$ cat config.mk
export PLATFORM = sky130hd
export DESIGN_NAME = crr_count_mem
export DESIGN_NICKNAME = d
export VERILOG_FILES = /design/src/sv/crr_pkg.sv /design/src/sv/crr_count_mem.sv
export SDC_FILE = /design/constraint.sdc
export NUM_CORES = 2
export LEC_CHECK = 0
export BUFFER_PORTS_ARGS = -buffer_cell sky130_fd_sc_hd__buf_2
export CAP_MARGIN = 20
export CORE_AREA = 2 2 504 306
export CTS_BUF_LIST = sky130_fd_sc_hd__clkbuf_4
export DETAILED_ROUTE_END_ITERATION = 10
export DIE_AREA = 0 0 506 308
export PLACE_DENSITY = 0.78
export SLEW_MARGIN = 20
export SYNTH_ARGS = -nofsm -noshare
export SYNTH_HDL_FRONTEND = slang
export SYNTH_SLANG_ARGS = --single-unit
$ cat constraint.sdc
create_clock -name clk_i -period 2.77 [get_ports clk_i]
set_input_delay 0.1385 -clock clk_i [delete_from_list [all_inputs] [get_ports clk_i]]
set_output_delay 0.1385 -clock clk_i [all_outputs]
set_load 0.02 [all_outputs]
$ cat src/sv/crr_pkg.sv
// ----------------------------------------------------------------------------
// crr_pkg: shared types and constants for the cluster rank relabel block
// Holds the label and counter widths, the action codes, the beat payload
// structs and the memory port structs used between the modules.
// ----------------------------------------------------------------------------
package crr_pkg;

  // Table depth and counter width.
  localparam int MaxClusters = 64;
  localparam int CountBits   = 32;

  // Label index width and a width that can also hold the depth itself.
  localparam int IdxW = $clog2(MaxClusters);
  localparam int NumW = $clog2(MaxClusters + 1);

  // Width of the cluster_count register.
  localparam int CfgW = 7;

  typedef logic [IdxW-1:0]      idx_t;
  typedef logic [NumW-1:0]      num_t;
  typedef logic [CountBits-1:0] count_t;

  // Action codes carried by an input beat.
  typedef enum logic [1:0] {
    ActClear = 2'd0,
    ActCount = 2'd1,
    ActRank  = 2'd2,
    ActXlate = 2'd3
  } action_e;

  // Input beat payload.
  typedef struct packed {
    action_e    action;
    logic [5:0] label;
  } crr_in_t;

  // Output beat payload.
  typedef struct packed {
    logic [5:0] new_label;
    logic       label_bad;
  } crr_out_t;

  // Read request into a memory.
  typedef struct packed {
    logic en;
    idx_t addr;
  } rd_req_t;

  // Write request into the rank table.
  typedef struct packed {
    logic en;
    idx_t addr;
    idx_t data;
  } rank_wr_t;

endpackage

$ cat src/sv/crr_count_mem.sv
// ----------------------------------------------------------------------------
// crr_count_mem: per-label population counters
// One synchronous read port and one write port. A valid bit per entry gives
// a clear of all entries at once; an entry that is not valid reads as zero. A write or a
// clear in the same cycle as a read is forwarded into the read data.
// ----------------------------------------------------------------------------
module crr_count_mem (
  input  logic             clk_i,
  input  logic             rst_ni,
  input  logic             clear_i,
  input  crr_pkg::rd_req_t rd_i,
  output crr_pkg::count_t  rd_data_o,
  input  logic             wr_en_i,
  input  crr_pkg::idx_t    wr_addr_i,
  input  crr_pkg::count_t  wr_data_i
);
  import crr_pkg::*;

  count_t                 mem_q [MaxClusters];
  logic [MaxClusters-1:0] vld_q;
  count_t                 rd_data_q;

  // Counter storage.
  always_ff @(posedge clk_i) begin
    if (wr_en_i) begin
      mem_q[wr_addr_i] <= wr_data_i;
    end
  end

  // Valid bits: cleared all at once, set on write.
  always_ff @(posedge clk_i or negedge rst_ni) begin
    if (!rst_ni) begin
      vld_q <= '0;
    end else if (clear_i) begin
      vld_q <= '0;
    end else if (wr_en_i) begin
      vld_q[wr_addr_i] <= 1'b1;
    end
  end

  // Registered read with forwarding of a same-cycle clear or write.
  always_ff @(posedge clk_i) begin
    if (rd_i.en) begin
      if (clear_i) begin
        rd_data_q <= '0;
      end else if (wr_en_i && (wr_addr_i == rd_i.addr)) begin
        rd_data_q <= wr_data_i;
      end else if (vld_q[rd_i.addr]) begin
        rd_data_q <= mem_q[rd_i.addr];
      end else begin
        rd_data_q <= '0;
      end
    end
  end

  assign rd_data_o = rd_data_q;

endmodule

Word-level counts from Yosys, hierarchy flattened
Memories as Yosys holds them, arrays and structs flattened.
Index checks and enable logic that the tools add are counted.
- flip-flop bits (word level): 96
- bits in writable memories: 2048
- memories kept: 1
- bits of input ports: 49
- bitwise operators: 1
- multiplexer cells: 10
- magnitude comparators: 3
- equality and inequality tests: 1
- reduce and logical (&&, ||, !) cells: 3
- memory list (memory ; depth ; width ; read ports ; clocked after memory_dff ; wr ports ; line ; RTL):
    mem_q ; 64 ; 32 ; 1 ; 0 ; 1 ; crr_count_mem.sv:19 ; count_t mem_q [MaxClusters];
- operators by type and width (cell ; number):
    $mux 64 ; 2
    $mux 32 ; 2
    $or 64x64->64 ; 1
    $lt 6x7->1 const B ; 2
    $bmux 1 s6 ; 1
    $demux 1 s6 ; 1
    $eq 6x6->1 ; 1
    $ge 6x1->1 const B ; 1
    $mux 1 ; 4
    $logic_and 1x1->1 ; 2
    $reduce_bool 2->1 ; 1

Depth between registers and ports, before layout
- word-level depth: 7
- depth in mapped cells: 13

Worst setup path after synthesis
OpenSTA, ideal clock, no wires.
- path type: input to register
- start point: input port wr_addr_i[5]
- end point: memory mem_q[48][0] in the netlist's numbering, enable pin
- data required time: 2.307 ns
- path buffers: 1
- cell stages on the path: 4
- setup time: 0.463 ns
- data arrival time: 3.122 ns
- path slack: -0.815 ns
- cells stage by stage: clkbuf_1 > nand3_1 > or3_1 > nor3_1
- RTL lines (item ; line ; RTL):
    from (decl) ; crr_count_mem.sv:14 ; input crr_pkg::idx_t wr_addr_i,
    to (decl) ; crr_count_mem.sv:19 ;
No word-level cell before the write port.

Worst setup path in the final report
- start point: register vld_q[35]
- end point: register rd_data_q[23] (netlist: rd_data_o[23]), data pin
- cells in the longest elaborated chain, start to end: 4
- RTL lines (item ; line ; RTL):
    from (decl) ; crr_count_mem.sv:20 ; logic [MaxClusters-1:0] vld_q;
    from (signal assigned) ; crr_count_mem.sv:33 ; vld_q <= '0;
    from (signal assigned) ; crr_count_mem.sv:35 ; vld_q <= '0;
    from (signal, indexed assignment) ; crr_count_mem.sv:37 ; vld_q[wr_addr_i] <= 1'b1;
    $bmux 1 s6 ; crr_count_mem.sv:48 ; end else if (vld_q[rd_i.addr]) begin
    $mux 1 (implied by the code) ; crr_count_mem.sv:48 ;
    $mux 32 ; crr_count_mem.sv:48 ;
    $mux 32 ; crr_count_mem.sv:46 ; end else if (wr_en_i && (wr_addr_i == rd_i.addr)) begin
    to (signal assigned) ; crr_count_mem.sv:47 ; rd_data_q <= wr_data_i;
    to (signal assigned) ; crr_count_mem.sv:49 ; rd_data_q <= mem_q[rd_i.addr];
    to (decl) ; crr_count_mem.sv:21 ; count_t rd_data_q;
No other way between the ends. The select of a mux whose other input is x is not followed.
A chain may end at the register's enable or synchronous reset.

==> results.md <==
- Fmax achieved: between 300 and 400 MHz
- Row cnt: between 100 and 150
- Endpoints failing setup: 0
- Clock Latency Late Sink: approximately 1300 ps
- Worst vdd ir: 0.000529 V
- Comb power frac: under 10%
- Vias in the first global route: 43463
- Final net count: between 4000 and 5000
- Mux cell area share after synthesis: between 10% and 20%
- Clk sink count: between 2000 and 2500
- Switch share: between 20 and 25%
- Power per cell area: ~660 nW/µm²
- Post-DP HPWL: ~120 mm
- Clk slew on worst S/H paths: ~80 ps
- GPL Wtd Cong: roughly 0.83
- Final Max Tran Viols: 0
- WP data required: between 3000 and 4000 ps
- Internal: ~0.05 W
- Status: finished, violations left
- Register area: approximately 64000 µm²
- CTS max path bufs: 4
- Hold path endpoint: mem_q[62][22]$_DFFE_PP_
- Sw Pwr: 0.0140 W
- Share of layout cells above drive strength 1: between 30% and 40%
- Clock power frac: 36.7%
- Failing checks: negative hold slack
- Wire per inst: 32.2 µm
- RSZ-0062 raised after global routing: no
- Type of origin of the critical path: flip-flop
- Inst Count DP: between 5000 and 6000
- R2R setup slack: 150 ps
- Worst Tran Pin Value: about 1100 ps
- Via count: 43422
- Cell Area, Synth: about 83000 µm²
- I/O Pins: 81
- Most common cell in the synthesized netlist: edfxtp_1
- Antenna-violating nets left: 0
- Final worst path period share: a little over nine tenths
- Setup CP Type: reg2reg
- Largest net degree at the start of global routing: 66
- Die Wd: 506 µm
- CTS tree: done
- Top FF cell, synth: edfxtp_1
- Final core occ: about 63%
- Final Hold Viols: 4
- Post-Synthesis Net Count: about 3600
- FF-to-FF End: rd_data_o[23]$_SDFFCE_PP0P_
- Yosys Warn Count: 0
- Distinct cell type count after synthesis: 49
- CTS Buf Count: about 450
- Residual DRC count: 0
- Synth Area in Adders: 0%
- Grt total ovfl: 0
- Root Driver: clkbuf_4
- Fin Hold WS: -19.5 ps
- Syn_area_per_cell: ~23 µm²
- Post-synthesis compound-gate area fraction: 1.42%
- Hold WC Path Type: in2reg
- Post-CTS setup buffer count: 0
- Multi-input gate area: around 18000 µm²
- Synth top area share: between 70% and 80%
- First-pass GRT wire length: around 310 mm
- Crit-path cells: mux4_2, nor2b_1, a2111oi_2, nor4b_1, a2bb2oi_2, nor2_4, buf_12, a22o_1
- CTS H-Tree Depth: 5
- Area growth from synthesis to layout: 14.9%
- Synth area leader: edfxtp_1
- R2R depth: 8
- Hold Path Origin: wr_data_i[22]
- R2r startpoint: vld_q[35]$_DFFE_PN0P_
- Slew HR: a little under a quarter
- Top cells by count, synth: 2080 x edfxtp_1, 588 x mux4_2, 219 x nor2_1
- Critical path arrival: 3660 ps
- Die area: between 150000 and 200000 µm²
- EDFF count, synth: ~2100
- Number of max-cap violations: 0
- Die height: around 300 µm
- Layout fillers: slightly below 10000
- Main combinational cell family by area after synthesis: multiplexers
- Top post-synthesis cells by area: edfxtp_1 76%, mux4_2 16%, dfrtp_1 1.9%
- #FFs+latches synth: approximately 2100
- Core area: 151000 µm²
- Hold Crit Depth: 2
- Xor/xnor share of the synthesized area: less than 1%
- Initial Utilization: 54.5%
- Leakage: 31.0 nW
- CP max-delay cell: mux4_2
- Async SR Flop Fraction: under 10%
- Sequential power share: 57.3%
- Crit path largest cell delay: between 400 and 500 ps
- Crit. End Element: flip-flop
- Sequential share of the synthesized area: 77.6%
- Synth Instances: ~3600
- Initial DRC count: between 7000 and 8000
- Pre-antenna DRT Iters: 7
- Number of vias per cell: around 6.5
- Largest fanout on the critical path: 19
- Initial antenna violation count: 8
- Simple-gate share of the synthesized area: under 10%
- Port Buf Inserts: 80
- Total track usage: between 20% and 30%
- Final Critical Period: 2620 ps
- Routed WL: approximately 220 mm
- Layout Cells excl Fill: between 6000 and 7000
- Final Skew: 80.8 ps
-- cell families after synthesis --
kind of cell	Yosys count
buf+inv	203
flops	2144
compound gates	172
simple gates	342
mux	729
xor+xnor	6
-- sequential cells by signal, summed over array words and instances, names as in the netlist --
| register | flops |
|---|---|
| mem_q | 2048 |
| rd_data_o | 32 |
| vld_q | 64 |
-- worst max-delay path: cells and delay by family (launching register included) --
family	cells	cell delay, ps
compound gates	3	950
mux	1	480
buf+inv	1	190
simple gates	3	380
flops	1	380
-- per-layer routing --
| layer | vias to the layer above | global-route usage, % | routed length (µm) |
|---|---|---|---|
| met1 | 22426 | 41.7 | 81400 |
| met2 | 3617 | 39.6 | 95300 |
| met5 | - | 0 | 32 |
| met3 | 382 | 9.08 | 34000 |
| met4 | 4 | 8.80 | 5260 |
| li1 | 16993 | - | - |
-- through the flow --
stage	area, µm²	TNS (ps)	worst slack [ps]	total power [W]
3_3_place_gp	88300	-1730	-92.5	0.0400
4_1_cts	94600	0	72.9	0.0628
2_1_floorplan	82500	-20010	-78.1	0.0385
5_1_grt	94800	0	43.0	0.0645
6_report	94800	0	152	0.0626
3_5_place_dp	88300	-2790	-120	0.0401
-- layout by cell type, fill, tap and decap left out, drive strengths merged, types with 16 or more instances in the layout --
cell / count
a22o: 29
nand2: 46
a21oi: 41
a31oi: 25
clkbuf: 659
nor2b: 33
dfrtp: 64
mux2i: 119
o22ai: 16
edfxtp: 2080
clkinv: 92
dlygate4sd3: 90
mux4: 588
buf: 411
mux2: 22
o21ai: 21
nor2: 219
-- how the worst max path moves through the flow --
stage | startpoint | endpoint | slack, ps | cells past startpoint
6_report | vld_q[35]$_DFFE_PN0P_ | rd_data_o[23]$_SDFFCE_PP0P_ | 150 | 8
5_1_grt | vld_q[32]$_DFFE_PN0P_ | rd_data_o[25]$_SDFFCE_PP0P_ | 40 | 8
4_1_cts | vld_q[35]$_DFFE_PN0P_ | rd_data_o[27]$_SDFFCE_PP0P_ | 70 | 8
3_5_place_dp | rd_i[0] | rd_data_o[23]$_SDFFCE_PP0P_ | -120 | 9
3_3_place_gp | rd_i[0] | rd_data_o[30]$_SDFFCE_PP0P_ | -90 | 9
2_1_floorplan | wr_addr_i[3] | mem_q[10][0]$_DFFE_PP_ | -80 | 4
-- cell type report --
class                   count  share of cell area, %
well taps                2034                   2.68
clock buffers             659                   5.22
clock inverters           100                  0.536
multi-input cells        1249                   18.9
flip-flops and latches   2144                   67.6
diodes                      9                 0.0238
inverters                   3                 0.0172
repair buffers            501                   5.10
-- timing repair --
action                                  4_1_cts  5_1_grt
hold endpoints to repair                   3932      375
endpoints found under the setup margin       16        7
hold buffers                                 82       14
gates resized for setup                       1        1
gates cloned                                  0        0
-- power by group through the flow --
stage          sequential, W  combinational (W)  clock (W)
2_1_floorplan         0.0366            0.00189          0
3_3_place_gp          0.0366            0.00345          0
3_5_place_dp          0.0366            0.00354          0
4_1_cts               0.0359            0.00367     0.0232
5_1_grt               0.0359            0.00390     0.0248
6_report              0.0359            0.00373     0.0230
Power figures use the tool's default switching activity.
