### src/sv/crr_pkg.sv
// ----------------------------------------------------------------------------
// crr_pkg: shared types and constants for the cluster rank relabel block
// Holds the label and counter widths, the action codes, the beat payload
// structs and the memory port structs used between the modules.
// ----------------------------------------------------------------------------
package crr_pkg;

  // Table depth and counter width.
  localparam int MaxClusters = 64;
  localparam int CountBits   = 32;

  // Label index width and a width that can also hold the depth itself.
  localparam int IdxW = $clog2(MaxClusters);
  localparam int NumW = $clog2(MaxClusters + 1);

  // Width of the cluster_count register.
  localparam int CfgW = 7;

  typedef logic [IdxW-1:0]      idx_t;
  typedef logic [NumW-1:0]      num_t;
  typedef logic [CountBits-1:0] count_t;

  // Action codes carried by an input beat.
  typedef enum logic [1:0] {
    ActClear = 2'd0,
    ActCount = 2'd1,
    ActRank  = 2'd2,
    ActXlate = 2'd3
  } action_e;

  // Input beat payload.
  typedef struct packed {
    action_e    action;
    logic [5:0] label;
  } crr_in_t;

  // Output beat payload.
  typedef struct packed {
    logic [5:0] new_label;
    logic       label_bad;
  } crr_out_t;

  // Read request into a memory.
  typedef struct packed {
    logic en;
    idx_t addr;
  } rd_req_t;

  // Write request into the rank table.
  typedef struct packed {
    logic en;
    idx_t addr;
    idx_t data;
  } rank_wr_t;

endpackage

### src/sv/crr_sort.sv
// ----------------------------------------------------------------------------
// crr_sort: selection sort sequencer
// Copies the first n counters into a work memory of (label, count) pairs,
// then for each position scans the rest for the first strictly greatest
// count, swaps it into place and writes the rank of the chosen label.
// ----------------------------------------------------------------------------
module crr_sort (
  input  logic              clk_i,
  input  logic              rst_ni,
  input  logic              start_i,
  input  crr_pkg::num_t     num_i,
  output crr_pkg::rd_req_t  cnt_rd_o,
  input  crr_pkg::count_t   cnt_rd_data_i,
  output crr_pkg::rank_wr_t rank_wr_o,
  output logic              busy_o
);
  import crr_pkg::*;

  typedef enum logic [4:0] {
    SIdle  = 5'b00001,
    SLoad  = 5'b00010,
    SScan  = 5'b00100,
    SSwapA = 5'b01000,
    SSwapB = 5'b10000
  } sort_state_e;

  typedef struct packed {
    idx_t   label;
    count_t count;
  } work_t;

  sort_state_e state_q, state_d;
  num_t        n_q, n_d;
  num_t        i_q, i_d;
  num_t        j_q, j_d;
  logic        pend_q, pend_d;
  idx_t        pos_q, pos_d;
  work_t       best_q, best_d;
  idx_t        bpos_q, bpos_d;
  work_t       ent_q, ent_d;

  // Work memory ports.
  work_t       wk_mem_q [MaxClusters];
  work_t       wk_rd_q;
  logic        wk_re, wk_we;
  idx_t        wk_raddr, wk_waddr;
  work_t       wk_wdata;
  logic        issue;
  num_t        i_inc;

  // Sequencer next-state logic.
  always_comb begin
    state_d   = state_q;
    n_d       = n_q;
    i_d       = i_q;
    j_d       = j_q;
    pend_d    = 1'b0;
    pos_d     = pos_q;
    best_d    = best_q;
    bpos_d    = bpos_q;
    ent_d     = ent_q;
    wk_re     = 1'b0;
    wk_we     = 1'b0;
    wk_raddr  = j_q[IdxW-1:0];
    wk_waddr  = pos_q;
    wk_wdata  = '{label: pos_q, count: cnt_rd_data_i};
    cnt_rd_o  = '{en: 1'b0, addr: j_q[IdxW-1:0]};
    rank_wr_o = '{en: 1'b0, addr: best_q.label, data: i_q[IdxW-1:0]};
    issue     = (j_q < n_q);
    i_inc     = i_q + NumW'(1);

    case (state_q)
      SIdle: begin
        if (start_i && (num_i != '0)) begin
          state_d = SLoad;
          n_d     = num_i;
          j_d     = '0;
        end
      end

      // Copy counter j into work entry j, one read a cycle.
      SLoad: begin
        cnt_rd_o.en = issue;
        if (issue) begin
          j_d = j_q + NumW'(1);
        end
        pend_d = issue;
        pos_d  = j_q[IdxW-1:0];
        wk_we  = pend_q;
        if (!issue && !pend_q) begin
          state_d = SScan;
          i_d     = '0;
          j_d     = '0;
        end
      end

      // Walk positions i..n-1 and keep the first strictly greatest count.
      SScan: begin
        wk_re = issue;
        if (issue) begin
          j_d = j_q + NumW'(1);
        end
        pend_d = issue;
        pos_d  = j_q[IdxW-1:0];
        if (pend_q) begin
          if (pos_q == i_q[IdxW-1:0]) begin
            ent_d  = wk_rd_q;
            best_d = wk_rd_q;
            bpos_d = pos_q;
          end else if (wk_rd_q.count > best_q.count) begin
            best_d = wk_rd_q;
            bpos_d = pos_q;
          end
        end
        if (!issue && !pend_q) begin
          state_d = SSwapA;
        end
      end

      // Position i is final: store the winner there and record its rank.
      SSwapA: begin
        wk_we        = 1'b1;
        wk_waddr     = i_q[IdxW-1:0];
        wk_wdata     = best_q;
        rank_wr_o.en = 1'b1;
        state_d      = SSwapB;
      end

      // Move the displaced entry into the winner's old slot.
      SSwapB: begin
        wk_we    = 1'b1;
        wk_waddr = bpos_q;
        wk_wdata = ent_q;
        i_d      = i_inc;
        j_d      = i_inc;
        if (i_inc == n_q) begin
          state_d = SIdle;
        end else begin
          state_d = SScan;
        end
      end

      default: begin
        state_d = SIdle;
      end
    endcase
  end

  // Control registers.
  always_ff @(posedge clk_i or negedge rst_ni) begin
    if (!rst_ni) begin
      state_q <= SIdle;
      n_q     <= '0;
      i_q     <= '0;
      j_q     <= '0;
      pend_q  <= 1'b0;
    end else begin
      state_q <= state_d;
      n_q     <= n_d;
      i_q     <= i_d;
      j_q     <= j_d;
      pend_q  <= pend_d;
    end
  end

  // Payload registers.
  always_ff @(posedge clk_i) begin
    pos_q  <= pos_d;
    best_q <= best_d;
    bpos_q <= bpos_d;
    ent_q  <= ent_d;
  end

  // Work memory with registered read.
  always_ff @(posedge clk_i) begin
    if (wk_we) begin
      wk_mem_q[wk_waddr] <= wk_wdata;
    end
    if (wk_re) begin
      wk_rd_q <= wk_mem_q[wk_raddr];
    end
  end

  assign busy_o = (state_q != SIdle);

endmodule

### config.mk
export PLATFORM = sky130hd
export DESIGN_NAME = crr_sort
export DESIGN_NICKNAME = d
export VERILOG_FILES = /design/src/sv/crr_pkg.sv /design/src/sv/crr_sort.sv
export SDC_FILE = /design/constraint.sdc
export NUM_CORES = 2
export LEC_CHECK = 0
export BUFFER_PORTS_ARGS = -buffer_cell sky130_fd_sc_hd__clkbuf_2
export CAP_MARGIN = 40
export CORE_AREA = 2 2 429 431
export CTS_CLUSTER_DIAMETER = 150
export DETAILED_ROUTE_END_ITERATION = 10
export DIE_AREA = 0 0 431 433
export PLACE_DENSITY = 0.68
export REMOVE_ABC_BUFFERS = 1
export SETUP_SLACK_MARGIN = 0.4
export SLEW_MARGIN = 30
export SYNTH_ARGS = -nofsm -noshare
export SYNTH_HDL_FRONTEND = slang
export SYNTH_SLANG_ARGS = --single-unit
### constraint.sdc
create_clock -name clk_i -period 9.52 [get_ports clk_i]
set_clock_uncertainty 0.1 [all_clocks]
set_input_delay 0 -clock clk_i [delete_from_list [all_inputs] [get_ports clk_i]]
set_output_delay 0 -clock clk_i [all_outputs]
set_load 0.005 [all_outputs]
# --- After elaboration in Yosys (flattened, before gate mapping) ---
# Memory sizes are Yosys's and may differ from the RTL's. A register that Yosys moved wholly into a read port is not among the register bits.
# Cells that the tools add are included.
word_totals:
  register_bits: 115
  ramBits: 2432
  output_inout_bits: 21
  word_cells: 67
  memories: 1
op_classes:
  addsub: 2
  n_lt_le_gt_ge: 2
  eq_ne: 11
  mux: 24
  n_reduce_logical: 16
memory_table:
  columns: ["memory", "depth", "word_bits", "read_ports", "rd_ports_with_merged_regs", "wr", "line_no", "rtl"]
  rows:
  - ["wk_mem_q", 64, 38, 1, 1, 1, "crr_sort.sv:43", "work_t wk_mem_q [MaxClusters];"]
ops:
  columns: ["cell", "count"]
  rows:
  - ["$mux 38", 2]
  - ["$pmux 38 s2", 1]
  - ["$gt 32x32->1", 1]
  - ["$mux 7", 4]
  - ["$pmux 7 s4", 1]
  - ["$pmux 5 s5", 1]
  - ["$mux 5", 3]
  - ["$add 7x1->7 const B", 2]
  - ["$pmux 7 s2", 1]
  - ["$mux 6", 2]
  - ["$pmux 6 s2", 1]
  - ["$reduce_and 3->1", 3]
  - ["$eq 7x7->1", 1]
  - ["$lt 7x7->1", 1]
  - ["$reduce_bool 7->1", 1]
  - ["$eq 6x6->1", 1]
  - ["$mux 1", 6]
  - ["$ne 2x2->1 const B", 3]
  - ["$reduce_and 2->1", 3]
  - ["$eq 5x1->1 const B", 1]
  - ["$eq 5x2->1 const B", 1]
  - ["$eq 5x3->1 const B", 1]
  - ["$eq 5x4->1 const B", 1]
  - ["$eq 5x5->1 const B", 1]
  - ["other kinds (8)", 12]

# --- Depth between registers and ports, before layout ---
logic_depth:
  ltp_word: 5
  ltp_mapped: 10
  ltp_nobuf: 8

# --- Least setup slack after synthesis ---
# No wires, ideal clock.
synth_timing:
  path_type: "register -> register"
  start: "register state_q[4]"
  end: "register best_q[0] (netlist name) (enable)"
  setup_time_ns: 0.455
  arrival_time_ns: 6.469
  required_time_ns: 8.965
  path_slack_ns: 2.497
  stages_incl_launch_ff: 8
  n_path_buf: 2
  period_less_slack_ns: 7.023
  path_cell_list: "dfrtp_1 > clkbuf_1 > nor2_1 > and3_1 > clkbuf_1 > nand2_1 > nor4_1 > o21bai_1"
synth_between:
  elab_chain_cells: 2
synth_lines:
  columns: ["element", "line_no", "rtl"]
  rows:
  - ["from (decl)", "crr_sort.sv:32", "sort_state_e state_q, state_d;"]
  - ["from (signal assigned)", "crr_sort.sv:152", "state_q <= SIdle;"]
  - ["from (signal assigned)", "crr_sort.sv:158", "state_q <= state_d;"]
  - ["$eq 5x3->1", "crr_sort.sv:72", "case (state_q)"]
  - ["$reduce_and 3->1 (no source line)", null, null]
  - ["to (signal assigned)", "crr_sort.sv:169", "best_q <= best_d;"]
  - ["to (decl)", "crr_sort.sv:38", "work_t best_q, best_d;"]
# No other way between the ends.
# A chain may end at the register's enable or synchronous reset.

# --- Worst setup path after layout ---
layout_timing:
  start: "register state_q[4]"
  end: "memory wk_mem_q[12][22] (netlist name) (enable)"
layout_between:
  elab_chain_cells: 5
layout_lines:
  columns: ["element", "line_no", "rtl"]
  rows:
  - ["$eq 5x5->1 / $eq 5x4->1 (equally long branches)", "crr_sort.sv:72", null]
  - ["$reduce_or 2->1 (no source line)", null, null]
  - ["$pmux 1 s2", "crr_sort.sv:72", null]
  - ["$mux 1", "crr_sort.sv:176", "if (wk_we) begin"]
  - ["$mux 1 (not written as such)", "crr_sort.sv:177", "wk_mem_q[wk_waddr] <= wk_wdata;"]
  - ["to (decl)", "crr_sort.sv:43", null]
# Several ways; a longest one is shown, not always the timed one.

==> summary.txt <==
GR Overflow Total = 0
worst-path fanout max = 48
sequential area share after synthesis = 77.73%
Leak = 34.90 nW
element type at the critical path start = register
count of unique library cells instantiated by Yosys = 62
Area growth syn-to-layout = 13.10%
final hold viol count = 0
Crit path top cell by count = buf_4
synthesized area = 0.09969 sq mm
Post-route DRC = 0
most frequent cells in the layout = edfxtp_1 (2,558), mux4_2 (681), clkbuf_16 (247)
reg-to-reg endpoint = wk_mem_q[12][22]$_DFFE_PP_
Synth Area in Simple Gates = 1.743%
Ports = 63
Top FF cell, synth = edfxtp_1
H-tree depth = 4
status = finished, final reports clean
Routability Congestion = 0.9176
share of cells above drive strength 1 = 28.51%
delay-heaviest family, CP = simple AND/OR/NAND/NOR gates
total power = 28.18 mW
# setup viols final = 0
M1 WL = 97.17 mm
Avg Inst Size Synth = 22.64 sq um
Post-DRT Antenna Nets = 0
Max-Cap Viols = 0
Ys Warns = 0
Num CTS Buffers = 241
drt first pass iters = 6
f_max = 0.2154 GHz
Root Driver = clkbuf_16
RSZ-0062 raised after global routing = false
total track usage = 27.11%
Worst path depth = 8
reg-to-reg slack, setup = 4.88 ns
ys async rst share = 1.044%
antenna violations before repair = 13
clock-pin slew of the registers on the worst-case setup and hold paths = 0.07 ns
Synth Area in Compound Gates = 1.854%
Detailed Place HPWL = 139.1 mm
CTS tree = done
worst path bufs/invs = 2
PortBufs = 62
Tcrit/Tclk final = 48.77%
CP endpoint = wk_mem_q[12][22]$_DFFE_PP_
CP Cell Sequence = or2_2, nor4b_4, buf_4, a221o_1, nor2b_1, nand2_1, nor2_4, buf_4
Top Metal Used = met4
WL met3 = 24.45 mm
CP Launch Point = state_q[4]$_DFFE_PN0P_
Post-Synthesis Cells = 4,404
CP Capture Type = register
first-pass GRT wire length = 354.9 mm
commonest non-fill, non-tap cell in the layout = edfxtp_1
Vias/cell = 6.579
Hold WS = 0.05590 ns
Tmin final = 4.643 ns
Placement Setup Slack = 4.787 ns
First DRT Iteration DRCs = 7,072
Die Span Y = 433 um
Slew @ Worst Pin = 0.9675 ns
vias in the first global route = 47,900
VDD IR max = 0.0001850 V
max-slew violations = 0
largest net degree at the start of global routing = 118
# nets final = 4,783
Clock Tree Buf Depth = 3
WP data required = 9.92 ns
routed length on met2 = 119.9 mm
Clock Latency Late Sink = 0.88 ns
core area = 0.1821 sq mm
Post-Route Setup TNS = 0 ns
Yosys reg bits = 2,585
final WL = 250.0 mm
Critical Path Max Stage Delay = 0.84 ns
Power Dens Cells = 249.9 mW/mm^2
worst r2r src = state_q[4]$_DFFE_PN0P_
min-delay worst type = in -> reg
via count = 47,990
Slew headroom = 35.34%
main combinational cell family by area after synthesis = multiplexers
post-CTS sizing = 0
Critical Path AT = 5.05 ns
adder-cell share of the synthesized area = 0.5020%
Initial Utilization = 54.75%
chip width = 431 um
clock sink count = 2,585
Post-Synth XOR/XNOR Area = 0.1845%
Setup Crit Path Kind = reg -> reg
post-synthesis mux area share = 16.56%
DR WL/cell = 34.28 um
PnR worst setup slack = 4.877 ns
reg2reg path depth = 8
Rows = 157
slowest CP cell = nor2_4
EDFF count, synth = 2,558
Die Footprint = 0.1866 sq mm
routing by layer:
layer	up-vias	global-route usage, %
li1	19251	-
met1	25800	38.98
met2	2545	42.35
met3	394	5.387
met4	0	9.054
met5	-	0
how the worst min path moves through the flow:
stage | start | end | slack, ns | depth (start not counted)
after detailed placement | rst_ni | n_q[5]$_DFFE_PN0P_ | -0.02 | 1
after CTS | cnt_rd_data_i[5] | wk_mem_q[18][5]$_DFFE_PP_ | 0.0002 | 3
final | cnt_rd_data_i[5] | wk_mem_q[18][5]$_DFFE_PP_ | 0.06 | 3
after floorplan | rst_ni | i_q[0]$_DFFE_PN0P_ | -0.40 | 0
after global placement | rst_ni | n_q[5]$_DFFE_PN0P_ | -0.02 | 1
after global routing | cnt_rd_data_i[16] | wk_mem_q[46][16]$_DFFE_PP_ | 0.07 | 4
power by group:
group          switching (mW)  internal [mW]
sequential              0.146           12.9
combinational            3.05           2.60
clock                    4.10           5.43
total                    7.30           20.9
cell families (layout without fill, tap and decap cells):
kind of cell / after synthesis / after routing
adder cells (fa/ha/maj): 40 / 40
AND/OR/NAND/NOR: 396 / 396
multiplexers: 797 / 797
other: 0 / 2
flip-flops: 2585 / 2585
XOR/XNOR: 21 / 21
buffers and inverters: 289 / 792
AO/OA/AOI/OAI: 276 / 276
registers in the layout (all words and copies together), names as in the netlist, 7 cells and up:
name      flops
wk_mem_q   2432
ent_q        38
wk_rd_q      38
best_q       32
i_q           7
j_q           7
n_q           7
tightest hold or removal path: cells and delay by family:
kind | cells | cell delay (ns)
buf+inv | 1 | 0.16
simple gates | 2 | 0.50
metrics by stage:
step / cells / area, sq um / util [%]
after floorplan: 4164 / 98450 / -
after global placement: 6752 / 103600 / 56.87
after detailed placement: 6774 / 104100 / 57.17
after CTS: 7277 / 112500 / 61.76
after global routing: 7292 / 112700 / 61.92
final: 7294 / 112800 / 61.92
timing repair:
| item | 4_1_cts | 5_1_grt |
|---|---|---|
| setup buffers | 0 | 0 |
| hold endpoints to repair | 1096 | 0 |
| hold buffers | 54 | 0 |
cells in the mapped netlist (8+ instances only):
cell	count	area, sq um
a2111oi_0	10	87.58
a21oi_1	28	140.1
a221o_1	14	140.1
a22oi_1	49	367.9
buf_1	26	97.59
buf_2	74	370.4
buf_4	45	337.8
buf_6	10	112.6
clkbuf_1	85	319.1
dfrtp_1	26	650.6
edfxtp_1	2558	76810
ha_1	40	500.5
inv_1	48	180.2
mux2_2	9	101.4
mux2i_1	107	1071
mux4_2	681	15340
nand2_1	146	548.0
nand2b_1	10	62.56
nand3_1	18	90.09
nand4_1	9	56.30
nor2_1	125	469.2
nor3_1	56	280.3
o21ai_0	51	255.2
o21ai_1	8	40.04
o22ai_1	65	406.6
xnor2_1	13	113.9
xor2_1	8	70.07
cell type report:
type / instances / area (sq um)
diodes: 2 / 5.005
clock buffers: 296 / 6365
clock inverters: 153 / 1444
fillers: 12182 / 69350
inverters: 49 / 183.9
multi-input cells: 1530 / 21550
flip-flops and latches: 2585 / 77510
well taps: 2385 / 2984
repair buffers: 294 / 2715
Note: power is estimated with default switching activity, not from simulation.
