$ cat src/sv/crr_pkg.sv
// ----------------------------------------------------------------------------
// crr_pkg: shared types and constants for the cluster rank relabel block
// Holds the label and counter widths, the action codes, the beat payload
// structs and the memory port structs used between the modules.
// ----------------------------------------------------------------------------
package crr_pkg;

  // Table depth and counter width.
  localparam int MaxClusters = 64;
  localparam int CountBits   = 32;

  // Label index width and a width that can also hold the depth itself.
  localparam int IdxW = $clog2(MaxClusters);
  localparam int NumW = $clog2(MaxClusters + 1);

  // Width of the cluster_count register.
  localparam int CfgW = 7;

  typedef logic [IdxW-1:0]      idx_t;
  typedef logic [NumW-1:0]      num_t;
  typedef logic [CountBits-1:0] count_t;

  // Action codes carried by an input beat.
  typedef enum logic [1:0] {
    ActClear = 2'd0,
    ActCount = 2'd1,
    ActRank  = 2'd2,
    ActXlate = 2'd3
  } action_e;

  // Input beat payload.
  typedef struct packed {
    action_e    action;
    logic [5:0] label;
  } crr_in_t;

  // Output beat payload.
  typedef struct packed {
    logic [5:0] new_label;
    logic       label_bad;
  } crr_out_t;

  // Read request into a memory.
  typedef struct packed {
    logic en;
    idx_t addr;
  } rd_req_t;

  // Write request into the rank table.
  typedef struct packed {
    logic en;
    idx_t addr;
    idx_t data;
  } rank_wr_t;

endpackage

$ cat src/sv/crr_rank_mem.sv
// ----------------------------------------------------------------------------
// crr_rank_mem: label to rank table
// One synchronous read port and one write port. An entry that has never been
// written reads as its own address, which is the identity mapping.
// ----------------------------------------------------------------------------
module crr_rank_mem (
  input  logic              clk_i,
  input  logic              rst_ni,
  input  crr_pkg::rd_req_t  rd_i,
  output crr_pkg::idx_t     rd_data_o,
  input  crr_pkg::rank_wr_t wr_i
);
  import crr_pkg::*;

  idx_t                   mem_q [MaxClusters];
  logic [MaxClusters-1:0] vld_q;
  idx_t                   rd_data_q;

  // Rank storage.
  always_ff @(posedge clk_i) begin
    if (wr_i.en) begin
      mem_q[wr_i.addr] <= wr_i.data;
    end
  end

  // Valid bits mark entries that hold a written rank.
  always_ff @(posedge clk_i or negedge rst_ni) begin
    if (!rst_ni) begin
      vld_q <= '0;
    end else if (wr_i.en) begin
      vld_q[wr_i.addr] <= 1'b1;
    end
  end

  // Registered read, with a same-cycle write forwarded.
  always_ff @(posedge clk_i) begin
    if (rd_i.en) begin
      if (wr_i.en && (wr_i.addr == rd_i.addr)) begin
        rd_data_q <= wr_i.data;
      end else if (vld_q[rd_i.addr]) begin
        rd_data_q <= mem_q[rd_i.addr];
      end else begin
        rd_data_q <= rd_i.addr;
      end
    end
  end

  assign rd_data_o = rd_data_q;

endmodule

$ cat config.mk
export PLATFORM = sky130hd
export DESIGN_NAME = crr_rank_mem
export DESIGN_NICKNAME = d
export VERILOG_FILES = /design/src/sv/crr_pkg.sv /design/src/sv/crr_rank_mem.sv
export SDC_FILE = /design/constraint.sdc
export NUM_CORES = 1
export LEC_CHECK = 0
export BUFFER_PORTS_ARGS = -buffer_cell sky130_fd_sc_hd__buf_2
export CAP_MARGIN = 0
export CORE_MARGIN = 8
export CORE_UTILIZATION = 59
export CTS_CLUSTER_SIZE = 10
export DETAILED_ROUTE_END_ITERATION = 12
export PLACE_DENSITY = 0.78
export SYNTH_ARGS = -nofsm -noshare
export SYNTH_HDL_FRONTEND = slang
export SYNTH_SLANG_ARGS = --single-unit
$ cat constraint.sdc
create_clock -name clk_i -period 6.3 [get_ports clk_i]
set_clock_uncertainty 0.1 [all_clocks]
set_input_delay 0.315 -clock clk_i [delete_from_list [all_inputs] [get_ports clk_i]]
set_output_delay 0.315 -clock clk_i [all_outputs]
set_load 0.01 [all_outputs]
# ---- Yosys cells after proc, flatten, opt, wreduce, memory -nomap -nowiden
# Memories as Yosys holds them, arrays and structs flattened.
# Cells that the tools add are included.
dict set report totals {
  register_bits 70
  mem_bits_rw 384
  in_bits 22
  out_inout_bits 6
  elab_cells 18
  memories 1
}
# name depth word_bits rd rd_ports_with_merged_regs wr line_no
set mem_list {}
lappend mem_list {mem_q 64 6 1 0 1 crr_rank_mem.sv:15} ;# idx_t mem_q [MaxClusters];
dict set report op_classes {
  n_lt_le_gt_ge 3
  n_eq_ne 1
  muxes 8
  bitwise 1
  n_reduce_logical 2
}
# op n
set ops {}
lappend ops {{$or A64 B64 Y64} 1}
lappend ops {{$lt A6 B7 Y1 const B} 2}
lappend ops {{$mux W6} 2}
lappend ops {{$bmux W1 S6} 1}
lappend ops {{$demux W1 S6} 1}
lappend ops {{$eq A6 B6 Y1} 1}
lappend ops {{$ge A6 B1 Y1 const B} 1}
lappend ops {{$mux W1} 4}
lappend ops {{$logic_and A1 B1 Y1} 2}

# ---- Logic depth before layout (Yosys ltp)
# Gate-level depths: netlist of run 1.
dict set report depth {
  word_depth 5
  depth_mapped 12
  mapped_depth_nobuf 6
}

# ---- Worst setup path after synthesis of run 1
# No wires, ideal clock.
dict set report synth_timing {
  kind {input to register}
  startpoint {input rd_i[0] (netlist bit)}
  endpoint {register rd_data_q[3] (netlist: rd_data_o[3]) (data pin)}
  setup_time_ns 0.276
  arrival_time_ns 2.036
  required_ns 5.924
  setup_slack_ns 3.887
  cell_stages 8
  path_buffers 3
  cell_sequence {buf_6 -> buf_8 -> buf_8 -> mux4_2 -> a221oi_2 -> a21oi_1 -> a2111oi_2 -> o221ai_1}
}
dict set report synth_between {
  elab_chain_len 4
  elab_cells_between_ends 7
  cone_classes {1 x eq/ne; 4 x mux; 1 x reduce/logical; 1 x memory}
}
# element line_no
set synth_lines {}
lappend synth_lines {{start: declaration} crr_rank_mem.sv:9} ;# input crr_pkg::rd_req_t rd_i,
lappend synth_lines {{$bmux W1 S6} crr_rank_mem.sv:40} ;# end else if (vld_q[rd_i.addr]) begin
lappend synth_lines {{$mux W1 (implied by the code)} crr_rank_mem.sv:40}
lappend synth_lines {{$mux W6} crr_rank_mem.sv:40}
lappend synth_lines {{$mux W6 *} crr_rank_mem.sv:38} ;# if (wr_i.en && (wr_i.addr == rd_i.addr)) begin
lappend synth_lines {{end signal: assignment} crr_rank_mem.sv:39} ;# rd_data_q <= wr_i.data;
lappend synth_lines {{end signal: assignment} crr_rank_mem.sv:41} ;# rd_data_q <= mem_q[rd_i.addr];
lappend synth_lines {{end signal: assignment} crr_rank_mem.sv:43} ;# rd_data_q <= rd_i.addr;
lappend synth_lines {{end: declaration} crr_rank_mem.sv:17} ;# idx_t rd_data_q;
# Every way passes the cells marked *; elsewhere a longest branch is shown, timed or not. The select of a mux whose other input is x is not followed.
# A chain may end at the register's enable or synchronous reset.

# ---- Final worst setup path of run 1
# Ends and elaborated chain as after synthesis.

==> results of run 1 <==
-- state kept, by name, indices dropped and copies added, names as in the netlist --
| register | cells |
|---|---|
| rd_data_o | 6 |
| vld_q | 64 |
| mem_q | 384 |
-- cell type report --
| class | instances | share of cell area, % |
|---|---|---|
| Clock buffer | 93 | 7.278 |
| Clock inverter | 2 | 0.2467 |
| Inverter | 6 | 0.1110 |
| Multi-Input combinational cell | 490 | 23.02 |
| Sequential cell | 454 | 65.63 |
| Tap cell | 396 | 2.442 |
| Timing Repair Buffer | 41 | 1.277 |
-- cell usage in the layout, fill, tap and decap left out, drive strengths merged, types with 4 or more instances in the layout --
cell	instances
a2111oi	6
a211oi	9
a21oi	9
a221oi	5
a22o	8
a22oi	26
and2	5
buf	38
clkbuf	94
dfrtp	64
edfxtp	390
inv	6
mux2	8
mux2i	50
mux4	84
nand2	33
nand2b	4
nand3	13
nand4	6
nor2	76
nor2b	11
nor3	9
nor4	6
o21ai	11
o22ai	8
or2	66
-- worst max-delay path by stage --
| stage | to |
|---|---|
| finish | rd_data_o[3] |
| global route | rd_data_o[3] |
| CTS | rd_data_o[3] |
| detailed placement | rd_data_o[3] |
| global placement | rd_data_o[4] |
| floorplan | rd_data_o[3] |
-- per-layer routing --
layer	track usage [%]	up-vias
met3	5.036	92
met2	35.65	603
met4	7.071	2
met1	33.70	5080
met5	0	-
li1	-	4100
-- critical path: stages --
cell      delay (ns)
clkbuf_8        0.67
mux4_1          0.65
a22oi_1         0.38
nand3_1         0.18
a211oi_2        0.49
or2_2           0.24
o221ai_1        0.15
-- logic make-up (layout without fill, tap and decap cells) --
logic type | after synthesis | in the layout | synth area share [%]
flops | 454 | 454 | 72.07
simple gates | 239 | 239 | 6.604
mux | 142 | 142 | 14.11
compound gates | 103 | 103 | 4.281
buf+inv | 58 | 142 | 2.649
xor+xnor | 6 | 6 | 0.2845
-- timing repair --
| action | CTS | global route |
|---|---|---|
| hold buffers | 2 | 0 |
| setup endpoints to repair | 0 | 0 |
| hold endpoints to repair | 70 | 0 |
-- metrics by stage --
step                setup slack (ns)  util, %
global route                   3.099    65.97
floorplan                      3.887        -
CTS                            3.294    65.97
finish                         3.261    65.97
detailed placement             2.720    60.94
global placement               2.751    60.94
-- power by group --
group	internal [mW]	switching, mW	total, mW
Sequential	3.37	0.0468	3.42
Clock	1.61	1.10	2.71
Combinational	0.194	0.264	0.458
Total	5.18	1.41	6.58
==> run_results.csv, run 1 <==
group,metric,value,unit
synthesis,synth_top_cell_by_area,"edfxtp_1",
synthesis,synth_area_per_cell,18.43,um^2
routing,wl_met2,19690,um
min_path,worstHoldStart,"wr_i[6]",
synthesis,syn_area,18470,um^2
timing,tightest_slew,1.280,ns
worst_setup_path,worstSetupEndpointType,"register",
timing,final-setup-viol-count,0,
worst_setup_path,setup.worst_path.start_class,"input port",
routing,routed_wl,42260,um
global_route,grt_max_degree,85,
finish,multi_input_area,4669,um^2
placed_design,gp_congestion,0.8928,
timing,clock.fmax,329.0,MHz
global_route,grt_pass1_vias,9937,
finish,drive_above_1_share,21.27,%
routing,m1WireLength,17050,um
cts,htree_levels,2,
cts,cts_inserted_buffers,51,
routing,wl_per_cell,28.51,um
routing,vias,9877,
finish,fillerInstances,2023,
synthesis,synthTopCellsByArea,"edfxtp_1 63%, dfrtp_1 8.7%, mux4_2 6.2%, mux4_1 4.7%, mux2i_1 2.7%",
run,cap_viol_max_count,0,
synthesis,synthMostInstantiatedCell,"edfxtp_1",
cts,postCtsResizedCells,0,
worst_setup_path,worstReg2RegEnd,"rd_data_o[3]",
global_route,track_usage,23.29,%
routing,vias_per_cell,6.665,
die,die_area,37230,um^2
finish,syn_to_final_growth,9.822,%
worst_setup_path,startpoint,"rd_i[0]",
worst_setup_path,r2r_cells,6,
synthesis,yosysSeqAreaShare,72.07,%
finish,design_area,20290,um^2
die,die_h,192.9,um
die,die_x,192.9,um
finish,register_area,13310,um^2
routing,drc,0,
routing,wl_met3,4338,um
min_path,hold_end,"mem_q[48][1]",
die,row_count,64,
finish,fin_cells,1482,
placed_design,dpl.hpwl,25670,um
placed_design,post-place-cells,1385,
cts,cts_root_buffer,"clkbuf_16",
cts,clkSinkCount,454,
run_status,outcome,"complete, no violations",
min_path,holdPathStages,2,
cts,cts_tree,"built",
worst_setup_path,critPathRequiredTime,6.47,ns
global_route,antenna_found_initial,1,
pwr,power.density,324.5,nW/um^2
finish,fin_nets,1066,
routing,first_pass_iters,5,
synthesis,yosysTopAreaCellShare,63.40,%
timing,rsz0062_at_grt,"false",
timing,finalSetupTns,0,ns
cts,cts.clk_slew.worst_paths,0.06,ns
timing,period_minus_slack,3.039,ns
synthesis,synthesis.nets,1024,
placed_design,dpl_cell_area,18740,um^2
worst_setup_path,critPathMaxFanout,84,
placed_design,io_buffers,27,
pwr,finalPower,6.583,mW
timing,finalCritPeriodShare,48.24,%
die,io_pins,28,
synthesis,async_reset_ff_share,14.10,%
finish,diodes,0,
synthesis,synth_ff_type,"edfxtp_1",
pwr,p_leak,7.022,nW
timing,whs,0.2749,ns
die,initial_core_util,60.07,%
worst_setup_path,cp.arrival,3.21,ns
cts,insertion_delay,0.57,ns
routing,top_layer,"met5",
worst_setup_path,r2r_slack,3.60,ns
timing,hold_viol_final,0,
min_path,hold_class,"in2reg",
synthesis,synth-seq-cells,454,
global_route,overflow,0,
synthesis,synth_commonest_cells,"390 x edfxtp_1, 76 x nor2_1, 66 x or2_2",
synthesis,synth-warning-count,0,
timing,maxSlewHeadroom,14.65,%
synthesis,synth_edf_count,390,
worst_setup_path,r2r_start,"vld_q[32]",
timing,slew_violations,0,
pwr,vdd_ir_drop_max,0.2872,mV
synthesis,syn_inst,1002,
cts,cts_setup_buffers,0,
die,core_area,30750,um^2
synthesis,yosysUniqueCellTypes,61,
worst_setup_path,crit_type,"in2reg",
cts,cts_buffer_depth,3,
routing,drt-initial-drc-count,1251,
routing,ant_nets,0,
global_route,grt_first_pass_wirelength,63650,um
(Power assumes the default switching activity.)
==> inputs of run 2 (changes only) <==
--- a/config.mk
+++ b/config.mk
@@ -8,7 +8,7 @@
 export BUFFER_PORTS_ARGS = -buffer_cell sky130_fd_sc_hd__buf_2
 export CAP_MARGIN = 0
 export CORE_MARGIN = 8
-export CORE_UTILIZATION = 59
+export CORE_UTILIZATION = 56
 export CTS_CLUSTER_SIZE = 10
 export DETAILED_ROUTE_END_ITERATION = 12
 export PLACE_DENSITY = 0.78
==> constraint.sdc (replaced) <==
create_clock -name clk_i -period 2.6 [get_ports clk_i]
set_clock_uncertainty 0.1 [all_clocks]
set_input_delay 0.13 -clock clk_i [delete_from_list [all_inputs] [get_ports clk_i]]
set_output_delay 0.13 -clock clk_i [all_outputs]
set_load 0.01 [all_outputs]
==> run 2 against run 1 <==
Combinational power grew to 2.7 times the previous value. Register-to-register slack lost 3.5 ns. Clock-buffer cell count did not move. Hold slack worse by 0.23 ns. Total power rose by 140%. Non-clock buffer count increased by 114. Via count is 5.3% higher. Utilization is 0.55 points lower. Global-route usage up 0.11 points. Critical path type is now reg2reg.
==> run_results.csv, run 2 (same netlist as run 1, synthesis figures left out) <==
group,metric,value,unit
run_status,outcome,"complete, no violations",
worst_setup_path,critPathMaxFanout,5,
timing,final-setup-viol-count,0,
routing,ant_nets,0,
cts,cts_tree,"built",
worst_setup_path,worstReg2RegEnd,"rd_data_o[3]",
min_path,hold_class,"in2async",
placed_design,post-place-ws,-0.05756,ns
finish,final_common_cell,"edfxtp_1",
die,die_area,39050,um^2
cts,htree_levels,2,
pwr,finalPower,15.99,mW
global_route,grt_max_degree,66,
timing,whs,0.04511,ns
timing,hold_viol_final,0,
pwr,p_leak,7.619,nW
cts,insertion_delay,0.58,ns
die,io_pins,28,
worst_setup_path,crit_type,"reg2reg",
cts,cts_root_buffer,"clkbuf_16",
routing,drt-initial-drc-count,1280,
worst_setup_path,critPathRequiredTime,2.78,ns
pwr,power.density,751.3,nW/um^2
timing,period_minus_slack,2.481,ns
routing,drc,0,
worst_setup_path,r2r_slack,0.12,ns
routing,first_pass_iters,5,
finish,drive_above_1_share,28.48,%
pwr,vdd_ir_drop_max,0.5717,mV
die,die_x,197.6,um
worst_setup_path,r2r_cells,6,
timing,clock.fmax,403.0,MHz
global_route,track_usage,23.41,%
global_route,overflow,0,
die,initial_core_util,56.77,%
finish,syn_to_final_growth,15.23,%
timing,maxSlewHeadroom,21.59,%
cts,cts_inserted_buffers,51,
finish,register_area,13310,um^2
timing,finalWorstSetupSlack,0.1187,ns
die,row_count,66,
worst_setup_path,worstSetupEndpointType,"register",
placed_design,gp_congestion,0.9120,
timing,finalCritPeriodShare,95.43,%
timing,tightest_slew,1.172,ns
timing,slew_violations,0,
die,die_h,197.6,um
placed_design,dpl.hpwl,30090,um
cts,clkSinkCount,454,
global_route,grt_pass1_vias,10806,
timing,rsz0062_at_grt,"false",
finish,diodes,0,
global_route,antenna_found_initial,0,
cts,cts_buffer_depth,3,
routing,vias,10397,
finish,largest_register,"mem_q",
routing,wl_per_cell,27.34,um
worst_setup_path,r2r_start,"vld_q[49]",
finish,fin_nets,1180,
finish,multi_input_area,4674,um^2
finish,final_cell_mix,"390 x edfxtp_1, 115 x buf_4, 76 x nor2_1, 66 x or2_2, 64 x dfrtp_1",
routing,routed_wl,44910,um
run,cap_viol_max_count,0,
finish,fillerInstances,2186,
global_route,grt_first_pass_wirelength,67910,um
cts,cts.clk_slew.worst_paths,0.06,ns
placed_design,io_buffers,27,
worst_setup_path,cp.arrival,2.66,ns
routing,vias_per_cell,6.328,
die,core_area,32540,um^2
worst_setup_path,setup.worst_path.start_class,"register",
finish,largest_reg_flops,384,
==> run 2: cell types whose count changed in the layout (fill, tap and decap cells not counted), sizes merged <==
cell and change:
dlygate4sd3 +4, buf +110, bufinv -1, clkinv +2
==> run 2: worst max-delay path by stage <==
stage	from	endpoint	cells past startpoint
after floorplan	rd_i[0]	rd_data_o[3]	8
after global placement	rd_i[1]	rd_data_o[5]	8
after detailed placement	rd_i[0]	rd_data_o[3]	9
after CTS	vld_q[49]	rd_data_o[3]	6
after global routing	vld_q[33]	rd_data_o[3]	7
final	vld_q[49]	rd_data_o[3]	6
==> run 2: where the power goes <==
group	switching, mW	total, mW	internal, mW
logic	0.666	1.23	0.562
registers	0.117	8.28	8.17
clock network	2.75	6.48	3.73
==> run 2: metrics by stage <==
| stage | cell area (um^2) | cells | util [%] | TNS (ns) |
|---|---|---|---|---|
| floorplan | 18470 | 1002 | - | 0 |
| global placement | 19720 | 1541 | 60.61 | -0.07859 |
| detailed placement | 19720 | 1541 | 60.61 | -0.09284 |
| CTS | 21280 | 1643 | 65.40 | 0 |
| global route | 21280 | 1643 | 65.42 | 0 |
| finish | 21280 | 1643 | 65.42 | 0 |
==> run 2: what timing repair did <==
action | 4_1_cts | 5_1_grt
gates resized for setup | 0 | 1
setup buffers | 0 | 0
hold endpoints to repair | 75 | 0
setup endpoints to repair | 0 | 1
hold buffers | 6 | 0
==> run 2: area by class of cell <==
class	count	area share, %
flip-flops and latches	454	62.55
multi-input cells	490	21.96
clock buffers	93	6.784
repair buffers	155	5.743
well taps	442	2.598
clock inverters	3	0.2587
inverters	6	0.1058
==> run 2: metal layers <==
metal / share of wire, % / wire length (um) / global-route usage [%] / vias up
met5: 0 / 0 / 0 / -
met2: 48 / 21770 / 38.19 / 633
met1: 38 / 17080 / 30.79 / 5291
li1: - / - / - / 4333
met3: 9.4 / 4221 / 4.719 / 140
met4: 4.1 / 1841 / 9.375 / 0
==> run 2: worst max-delay path, cell delays in order (launching register included) <==
cell and delay (ns):
dfrtp_1 0.37, mux4_1 0.56, a22oi_2 0.30, nand2_1 0.16, o31ai_4 0.34, or2_2 0.22, o221ai_1 0.15
